## src/design/obht_pkg.sv

```systemverilog
package obht_pkg;

	localparam int SLOTS       = 8;
	localparam int LABEL_BYTES = 8;
	localparam int NUM_BUCKETS = 256;
	localparam int ENTRIES     = NUM_BUCKETS * SLOTS;
	localparam int BKT_W       = 8;
	localparam int SLOT_W      = (SLOTS > 1) ? $clog2(SLOTS) : 1;
	localparam int CNT_W       = $clog2(SLOTS + 1);
	localparam int ENT_AW      = $clog2(ENTRIES);
	localparam int LBL_W       = 64;
	localparam int LEN_W       = 4;
	localparam int VAL_W       = 4;
	localparam int BI_W        = $clog2(LABEL_BYTES + 1);
	localparam int PWR_W       = 24;
	localparam int PROD_W      = BKT_W + 1 + VAL_W;

	localparam logic [7:0] CH_EQ    = 8'h3D;
	localparam logic [7:0] CH_ZERO  = 8'h30;
	localparam logic [7:0] CH_MINUS = 8'h2D;

	typedef enum logic [1:0] {
		OP_INSERT = 2'd0,
		OP_REMOVE = 2'd1,
		OP_REPORT = 2'd2
	} op_e;

	typedef enum logic [3:0] {
		S_IDLE, S_HASH, S_CRD, S_CGET, S_SRD, S_SCMP, S_INS, S_SHRD, S_SHWR,
		S_RMFIN, S_RCRD, S_RCGET, S_RRD, S_RMUL, S_RACC, S_DONE
	} state_t;

	typedef struct packed {
		logic [1:0]       op;
		logic [LBL_W-1:0] label;
		logic [LEN_W-1:0] label_length;
		logic [VAL_W-1:0] focal_value;
	} in_t;

	typedef struct packed {
		logic [7:0]       step_hash;
		logic [BKT_W-1:0] bucket;
		logic             found;
		logic [2:0]       slot;
		logic             bucket_full;
		logic [PWR_W-1:0] total_power;
	} out_t;

	typedef struct packed {
		logic [LBL_W-1:0] lab;
		logic [LEN_W-1:0] len;
		logic [VAL_W-1:0] val;
	} ent_t;

	typedef struct packed {
		logic load;
		logic hash_step;
		logic cnt_rd;
		logic cnt_cap;
		logic ent_rd;
		logic hit_set;
		logic slot_inc;
		logic ins_wr;
		logic shift_wr;
		logic cnt_dec;
		logic rb_inc;
		logic rpt_mul;
		logic rpt_acc;
		logic res_load;
	} cmd_t;

	typedef struct packed {
		logic hash_more;
		logic slot_more;
		logic match;
		logic is_insert;
		logic is_report;
		logic rb_last;
	} sts_t;

	function automatic logic [7:0] hash_byte(input logic [7:0] h, input logic [7:0] b);
		logic [7:0] s;
		s = h + b;
		return s + {s[3:0], 4'b0000};
	endfunction

	function automatic logic [ENT_AW-1:0] ent_addr(input logic [BKT_W-1:0] b,
		input logic [SLOT_W-1:0] s);
		return ENT_AW'(int'(b) * SLOTS + int'(s));
	endfunction

endpackage

```

## src/design/obht_ctrl.sv

```systemverilog
module obht_ctrl import obht_pkg::*; (
	input  logic clk,
	input  logic arst_n,
	input  logic req_valid,
	input  logic out_free,
	input  sts_t sts,
	output logic req_stall,
	output cmd_t cmd
);

	state_t state_q, state_d;

	always_ff @(posedge clk or negedge arst_n) begin
		if (!arst_n) begin
			state_q <= S_IDLE;
		end else begin
			state_q <= state_d;
		end
	end

	always_comb begin
		state_d   = state_q;
		cmd       = '0;
		req_stall = 1'b1;
		case (state_q)
			S_IDLE: begin
				req_stall = 1'b0;
				if (req_valid) begin
					cmd.load = 1'b1;
					state_d  = S_HASH;
				end
			end
			S_HASH: begin
				if (sts.is_report) begin
					state_d = S_RCRD;
				end else if (sts.hash_more) begin
					cmd.hash_step = 1'b1;
				end else begin
					state_d = S_CRD;
				end
			end
			S_CRD: begin
				cmd.cnt_rd = 1'b1;
				state_d    = S_CGET;
			end
			S_CGET: begin
				cmd.cnt_cap = 1'b1;
				state_d     = S_SRD;
			end
			S_SRD: begin
				if (sts.slot_more) begin
					cmd.ent_rd = 1'b1;
					state_d    = S_SCMP;
				end else begin
					state_d = sts.is_insert ? S_INS : S_DONE;
				end
			end
			S_SCMP: begin
				if (sts.match) begin
					cmd.hit_set = 1'b1;
					state_d     = sts.is_insert ? S_INS : S_SHRD;
				end else begin
					cmd.slot_inc = 1'b1;
					state_d      = S_SRD;
				end
			end
			S_INS: begin
				cmd.ins_wr = 1'b1;
				state_d    = S_DONE;
			end
			S_SHRD: begin
				if (sts.slot_more) begin
					cmd.ent_rd = 1'b1;
					state_d    = S_SHWR;
				end else begin
					state_d = S_RMFIN;
				end
			end
			S_SHWR: begin
				cmd.shift_wr = 1'b1;
				cmd.slot_inc = 1'b1;
				state_d      = S_SHRD;
			end
			S_RMFIN: begin
				cmd.cnt_dec = 1'b1;
				state_d     = S_DONE;
			end
			S_RCRD: begin
				cmd.cnt_rd = 1'b1;
				state_d    = S_RCGET;
			end
			S_RCGET: begin
				cmd.cnt_cap = 1'b1;
				state_d     = S_RRD;
			end
			S_RRD: begin
				if (sts.slot_more) begin
					cmd.ent_rd = 1'b1;
					state_d    = S_RMUL;
				end else if (sts.rb_last) begin
					state_d = S_DONE;
				end else begin
					cmd.rb_inc = 1'b1;
					state_d    = S_RCRD;
				end
			end
			S_RMUL: begin
				cmd.rpt_mul = 1'b1;
				state_d     = S_RACC;
			end
			S_RACC: begin
				cmd.rpt_acc  = 1'b1;
				cmd.slot_inc = 1'b1;
				state_d      = S_RRD;
			end
			S_DONE: begin
				if (out_free) begin
					cmd.res_load = 1'b1;
					state_d      = S_IDLE;
				end
			end
			default: begin
				state_d = S_IDLE;
			end
		endcase
	end

endmodule

```

## config.mk

```make
export PLATFORM = sky130hd
export DESIGN_NAME = obht_ctrl
export DESIGN_NICKNAME = d
export VERILOG_FILES = /design/src/design/obht_pkg.sv /design/src/design/obht_ctrl.sv
export SDC_FILE = /design/constraint.sdc
export NUM_CORES = 1
export LEC_CHECK = 0
export BUFFER_PORTS_ARGS = -buffer_cell sky130_fd_sc_hd__clkbuf_2
export CAP_MARGIN = 40
export CORE_AREA = 3 3 40 42
export CTS_CLUSTER_DIAMETER = 40
export DETAILED_ROUTE_END_ITERATION = 6
export DIE_AREA = 0 0 43 45
export GPL_TIMING_DRIVEN = 0
export PLACE_DENSITY = 0.68
export SYNTH_ARGS = -nofsm -noshare
export SYNTH_HDL_FRONTEND = slang
export SYNTH_SLANG_ARGS = --single-unit
```

## constraint.sdc

```tcl
create_clock -name clk -period 1.8 [get_ports clk]
set_input_delay 0.09 -clock clk [delete_from_list [all_inputs] [get_ports clk]]
set_output_delay 0.09 -clock clk [all_outputs]
set_load 0.05 [all_outputs]
```

* After elaboration in Yosys (flattened, before gate mapping)
Index checks and enable logic that the tools add are counted.
** Storage, ports and cells
- Register bits after elaboration :: 4
- Input bits :: 10
- Output and inout port bits :: 15
- Logic and storage cells :: 63
** Operators by class
- Equal/unequal tests :: 18
- Mux-type cells :: 36
- Reduce and logical (&&, ||, !) cells :: 8
** Operators by type and width (number)
- one-hot mux 4 bit (14 select lines) :: 1
- equality test 4 bit (second input constant) :: 8
- 2-to-1 mux 4 bit :: 7
- 2-to-1 mux 1 bit :: 25
- equality test 4 x 3 -> 1 bit (second input constant) :: 4
- OR reduction 2 bit :: 5
- equality test 4 x 2 -> 1 bit (second input constant) :: 2
- equality test 4 x 1 -> 1 bit (second input constant) :: 1
- zero test 4 bit :: 1
- inequality test 2 bit (second input constant) :: 2
- 2-to-1 mux 3 bit :: 1
- inequality test 3 bit (second input constant) :: 1
- AND reduction 3 bit :: 1
- OR reduction 3 bit :: 1
- 2-to-1 mux 2 bit :: 1
- one-hot mux 1 bit (2 select lines) :: 1

* Longest topological paths before layout
Gate-level depths: netlist of the first run.
- Depth in word-level cells :: 3
- Gate-level depth with buffers :: 6
- Mapped depth without buffers :: 4

* Worst setup path before layout of the first run
Ideal clock, no wire load.
- Path type :: reg-to-output
- Start point :: reg state_q[1]
- End point :: out cmd[3] in the netlist's numbering
- Arrival time :: 2.352 ns
- Required time :: 1.710 ns
- Slack :: -0.642 ns
- Stages on the path, launching flop included :: 4
- Buffers on the path :: 1
- Path through :: dfrtp_1 -> buf_2 -> or2_2 -> nor4_1
** RTL lines
- start: declaration :: line obht_ctrl.sv:11 : state_t state_q, state_d;
- start signal: assignment :: line obht_ctrl.sv:17 : state_q <= state_d;
- end: declaration :: line obht_ctrl.sv:8 : output cmd_t cmd

==> results of run 1 <==
==> how the worst max path moves through the flow <==
stage,startpoint,depth (start not counted),endpoint,slack [ns]
after floorplan,state_q[1]$_DFFE_PN0P_,3,cmd[3],-0.07
after global placement,state_q[3]$_DFFE_PN0P_,6,cmd[7],0.15
after detailed placement,state_q[0]$_DFFE_PN0P_,5,cmd[8],0.14
after CTS,state_q[3]$_DFFE_PN0P_,4,cmd[12],0.007
after global routing,state_q[0]$_DFFE_PN0P_,7,cmd[9],0.006
final,state_q[3]$_DFFE_PN0P_,5,cmd[7],0.09
==> cells in the final DEF, fill, tap and decap left out, types with 2 or more instances in the layout <==
cell	instances
nand3_1	2
or2_2	3
nand2_1	8
clkbuf_2	20
nand2b_1	3
clkbuf_4	5
nor4_2	2
o32ai_1	2
nor2b_1	2
o21ai_0	5
buf_4	3
dfrtp_1	3
a21oi_1	5
nor2_1	14
inv_1	3
buf_2	4
==> per-layer routing <==
metal | vias to the layer above | GRT usage | wire length [um]
met5 | - | 0 | 0
met2 | 22 | 0.2754 | 718
met1 | 287 | 0.1995 | 643
met4 | 0 | 0.1084 | 40
li1 | 326 | - | -
met3 | 5 | 0.03984 | 101
==> cells by family after synthesis <==
group,share of synthesized area
AO/OA/AOI/OAI,0.2872
buffers and inverters,0.09230
flip-flops,0.2051
AND/OR/NAND/NOR,0.4154
==> power breakdown <==
part / internal (mW) / switching [mW] / leakage, nW
sequential: 0.140 / 0.0455 / 0.0438
clock: 0.0747 / 0.0401 / 0.0138
combinational: 0.341 / 0.777 / 0.276
total: 0.555 / 0.862 / 0.333
==> per-stage QoR <==
stage               setup TNS (ns)  std cells  power [mW]
floorplan                  -0.1218         75       1.046
global placement                 0        114       1.257
detailed placement               0        114       1.265
CTS                              0        118       1.392
global route                     0        118       1.520
finish                           0        118       1.418
==> tightest hold or removal path, stage by stage <==
cell	delay (ns)
clkbuf_2	0.09
nor2_1	0.10
a21oi_1	0.05
==> repair_timing <==
item / 4_1_cts / 5_1_grt
endpoints found under the hold margin: 4 / 0
hold buffers: 1 / 0
setup endpoints to repair: 6 / 6
resized for setup: 2 / 15
==> cell type report <==
| type | instances | area [sq um] | area share |
|---|---|---|---|
| buffer | 6 | 38.79 | 0.05576 |
| clock buffer | 3 | 22.52 | 0.03237 |
| inverter | 3 | 11.26 | 0.01619 |
| multi-input combinational | 62 | 362.8 | 0.5216 |
| sequential | 4 | 101.3 | 0.1457 |
| tap | 15 | 18.77 | 0.02698 |
| timing repair buffer | 25 | 140.1 | 0.2014 |
==> impl_metrics.csv, run 1 <==
group,metric,value,unit
synth,synth_commonest_cells,"15 x nor2_1, 8 x nand2_1, 5 x a21oi_1, 5 x o21ai_0, 4 x dfrtp_1",
sta,period_minus_slack,1.710,ns
global_route,grt_antenna_before_repair,0,
sta,finalMaxSlewViolations,0,
place,place.gp.congestion,0.8338,
synth,synth_top_cell_area_share,0.2051,
sta,post-route-period-util,0.9498,
place,dp_slack,0.1415,ns
min_path,worstHoldPathCells,3,
cells_and_area,final_util,0.5414,
min_path,hp-start,"req_valid",
detailed_routing,dr.pass1.iters,4,
cells_and_area,largest_register_ffs,4,
synth,synth_seq_area_share,0.2051,
min_path,min_to,"state_q[0]$_DFFE_PN0P_",
detailed_routing,vias_per_cell,5.424,
worst_setup_path,r2r_slack,0.26,ns
detailed_routing,vias,640,
worst_setup_path,worstSetupStartpointType,"flop",
sta,rsz0062_at_grt,"false",
synth,syn_inst,75,
pwr,ir_drop,0.9612,mV
synth,synth-warning-count,0,
cells_and_area,reg_top3,"state_q (4)",
global_route,grt.overflow.total,0,
clock_tree,h-tree-depth,1,
clock_tree,cts_setup_buffers,0,
worst_setup_path,cp_top_family,"buffers and inverters",
place,port_buffers,24,
worst_setup_path,rr_worst_depth,5,
sta,layout_setup_ws,0.09040,ns
min_path,min_path_type,"in2reg",
worst_setup_path,worstPathRequired,1.71,ns
pwr,cellPowerDensity,2038,mW/mm^2
clock_tree,clock-sinks,4,
clock_tree,cts-buffers-inserted,3,
run,drv_cap,0,
worst_setup_path,r2r-end,"state_q[0]$_DFFE_PN0P_",
floorplan,ios,25,
global_route,grt_util_all_layers,0.1688,
sta,hold_viol_final,0,
worst_setup_path,worstReg2RegStart,"state_q[3]$_DFFE_PN0P_",
cells_and_area,nFillCells,134,
synth,synth_cell_type_count,29,
cells_and_area,nets,115,
synth,synth.area.top_cells,"dfrtp_1 21%, nor2_1 12%, nand2_1 6.2%, a21oi_1 5.1%, o21ai_0 5.1%",
cells_and_area,area_delta_synth_final,42.56,%
floorplan,start_util,0.3797,
detailed_routing,wl_per_cell,12.75,um
place,dp_hpwl,1129,um
global_route,grt_pass1_vias,582,
floorplan,dieArea,0.001935,sq mm
global_route,grt_max_degree,11,
cells_and_area,drive_above_1_share,0.4175,
sta,clock_skew,0.005940,ns
global_route,grt_pass1_wl,2442,um
synth,ys_seq_elements,4,
floorplan,rows,13,
worst_setup_path,cp-end-kind,"primary output",
synth,yosysMostFrequentCell,"nor2_1",
detailed_routing,routed_wl,1504,um
sta,maxSlewHeadroom,0.7979,
clock_tree,clk_path_buf_depth,2,
worst_setup_path,path_buf_inv,3,
synth,netlist_area,488.0,sq um
worst_setup_path,critPathArrivalTime,1.62,ns
detailed_routing,drt_iter0_drc,20,
synth,syn_area_per_cell,6.506,sq um
worst_setup_path,crit_fanout,10,
status,outcome,"completed",
worst_setup_path,crit_path_max_incr_delay,0.36,ns
clock_tree,cts_tree,"built",
synth,async_reset_ff_frac,1.000,
synth,synth-edff-count,0,
worst_setup_path,criticalPathCategory,"reg2out",
sta,clock.fmax,584.9,MHz
floorplan,core_area,0.001285,sq mm
sta,hold_ws,0.1276,ns
detailed_routing,route.detailed.drc,0,
cells_and_area,largest-register,"state_q",
synth,yosys.area.top_type,"dfrtp_1",
clock_tree,clock_latency,0.24,ns
pwr,p_leak,0.3332,nW
floorplan,die_h,45,um
clock_tree,path_clk_slew,0.04,ns
worst_setup_path,crit_chain,"buf_6 > clkbuf_2 > o32ai_1 > a21o_1 > clkbuf_4",
cells_and_area,fin_area,695.7,sq um
cells_and_area,n_antenna_cell,0,
floorplan,die_w,43,um
sta,setup-violations-final,0,
detailed_routing,antenna_left,0,
sta,worst_pin_slew,0.2993,ns
clock_tree,clock-root-buffer,"clkbuf_4",
worst_setup_path,cp_slowest_cell,"dfrtp_1",
synth,synthesis.nets,85,
place,post_dp_cell_area,646.9,sq um
synth,synth_top_flop_cell,"dfrtp_1",
(Power assumes the default switching activity.)
==> run 2, diff against run 1 <==
--- a/config.mk
+++ b/config.mk
@@ -8,6 +8,7 @@
 export BUFFER_PORTS_ARGS = -buffer_cell sky130_fd_sc_hd__clkbuf_2
 export CAP_MARGIN = 40
 export CORE_AREA = 3 3 40 42
+export CTS_BUF_LIST = sky130_fd_sc_hd__clkbuf_8
 export CTS_CLUSTER_DIAMETER = 40
 export DETAILED_ROUTE_END_ITERATION = 6
 export DIE_AREA = 0 0 43 45
==> run 2 against run 1 <==
- worst hold slack improved by 0.026 ns
- core utilization up 1.3 points
- clock skew is 0.0022 ns lower
- critical endpoint is now cmd[12]
- flip-flop and latch count did not move
==> impl_metrics.csv, run 2 (synthesis results as in run 1) <==
group,metric,value,unit
worst_setup_path,critPathArrivalTime,1.65,ns
worst_setup_path,rr_worst_depth,5,
sta,worst_pin_slew,0.2953,ns
detailed_routing,vias,639,
cells_and_area,drive_above_1_share,0.4175,
cells_and_area,reg_top3,"state_q (4)",
detailed_routing,route.detailed.drc,0,
floorplan,die_w,43,um
sta,hold_ws,0.1538,ns
cells_and_area,largest_register_ffs,4,
clock_tree,cts_tree,"built",
place,place.gp.congestion,0.8338,
worst_setup_path,worstPathRequired,1.71,ns
detailed_routing,vias_per_cell,5.415,
sta,maxSlewHeadroom,0.8006,
pwr,p_leak,0.3406,nW
cells_and_area,final_util,0.5540,
detailed_routing,wl_per_cell,12.48,um
clock_tree,path_clk_slew,0.03,ns
worst_setup_path,worstSetupStartpointType,"flop",
min_path,min_path_type,"in2reg",
cells_and_area,area_delta_synth_final,45.90,%
cells_and_area,final_cell_mix,"21 x clkbuf_2, 14 x nor2_1, 8 x nand2_1",
sta,post-route-period-util,0.9651,
sta,finalMaxSlewViolations,0,
cells_and_area,nFillCells,129,
worst_setup_path,cp-end-kind,"primary output",
detailed_routing,drt_iter0_drc,27,
worst_setup_path,crit_fanout,10,
status,outcome,"completed",
global_route,grt_antenna_before_repair,0,
global_route,grt_pass1_vias,584,
sta,setup-violations-final,0,
place,port_buffers,24,
global_route,grt.overflow.total,0,
pwr,ir_drop,0.8175,mV
cells_and_area,n_antenna_cell,0,
sta,rsz0062_at_grt,"false",
cells_and_area,nets,115,
cells_and_area,largest-register,"state_q",
clock_tree,clk_path_buf_depth,2,
sta,clock_skew,0.003729,ns
floorplan,dieArea,0.001935,sq mm
floorplan,rows,13,
floorplan,die_h,45,um
cells_and_area,final_common_cell,"clkbuf_2",
global_route,grt_pass1_wl,2408,um
floorplan,core_area,0.001285,sq mm
detailed_routing,routed_wl,1473,um
detailed_routing,dr.pass1.iters,4,
floorplan,start_util,0.3797,
sta,clock.fmax,575.6,MHz
clock_tree,clock-sinks,4,
clock_tree,h-tree-depth,1,
min_path,worstHoldPathCells,3,
sta,hold_viol_final,0,
clock_tree,clock-root-buffer,"clkbuf_8",
global_route,grt_max_degree,11,
place,dp_hpwl,1129,um
pwr,cellPowerDensity,2082,mW/mm^2
clock_tree,cts-buffers-inserted,3,
floorplan,ios,25,
detailed_routing,antenna_left,0,
sta,tns,0,ns
sta,period_minus_slack,1.737,ns
worst_setup_path,criticalPathCategory,"reg2out",
run,drv_cap,0,
clock_tree,clock_latency,0.22,ns
global_route,grt_util_all_layers,0.1646,
run 2: changes by cell type in the layout (fill, tap and decap cells not counted):
cell,before,now
buf_4,3,0
clkbuf_2,20,21
clkbuf_8,0,3
clkbuf_4,5,4
run 2: worst max-delay path, stage by stage, from the launching register on:
cell     delay [ns]
dfrtp_1        0.36
buf_6          0.14
or4b_4         0.57
nor2_1         0.10
buf_2          0.27
run 2: area by class of cell:
class                           instances  area [sq um]  share of cell area
Multi-Input combinational cell         62         362.8              0.5097
Timing Repair Buffer                   25         135.1              0.1898
Sequential cell                         4         101.3              0.1424
Clock buffer                            3         41.29             0.05800
Buffer                                  6         41.29             0.05800
Tap cell                               15         18.77             0.02636
Inverter                                3         11.26             0.01582
run 2: repair_timing:
action	CTS	global route
setup endpoints to repair	5	6
pin swaps	0	0
hold buffers	1	0
buffers inserted	0	0
endpoints found under the hold margin	4	0
resized for setup	2	10
run 2: stage by stage:
| stage | setup slack [ns] | cell area [sq um] | power (mW) | cells |
|---|---|---|---|---|
| after floorplan | -0.07328 | 508.0 | 1.046 | 75 |
| after global placement | 0.1540 | 646.9 | 1.257 | 114 |
| final | 0.06276 | 711.9 | 1.483 | 118 |
| after global routing | 0.003255 | 711.9 | 1.596 | 118 |
| after detailed placement | 0.1415 | 646.9 | 1.265 | 114 |
| after CTS | 0.02599 | 700.7 | 1.472 | 118 |
run 2: path summary, 6_finish.rpt:
kind	from	to	slack [ns]
min in group asynchronous	arst_n	state_q[0]$_DFFE_PN0P_	0.22
setup reg to reg	state_q[3]$_DFFE_PN0P_	state_q[0]$_DFFE_PN0P_	0.26
hold reg to reg	state_q[1]$_DFFE_PN0P_	state_q[3]$_DFFE_PN0P_	0.69
max in group asynchronous	arst_n	state_q[2]$_DFFE_PN0P_	1.45
hold / removal	req_valid	state_q[0]$_DFFE_PN0P_	0.15
setup / recovery	state_q[3]$_DFFE_PN0P_	cmd[12]	0.06
run 2: per-layer routing:
| layer | global-route usage | routed length [um] | vias up |
|---|---|---|---|
| li1 | - | - | 328 |
| met5 | 0 | 0 | - |
| met2 | 0.2725 | 707 | 29 |
| met3 | 0.03984 | 133 | 2 |
| met4 | 0.09036 | 19 | 0 |
| met1 | 0.1971 | 613 | 280 |
run 2: report_power, final:
part,leakage (nW),total [mW],internal [mW],switching [mW]
combinational,0.275,1.11,0.338,0.771
sequential,0.0438,0.185,0.140,0.0452
clock,0.0216,0.189,0.142,0.0464
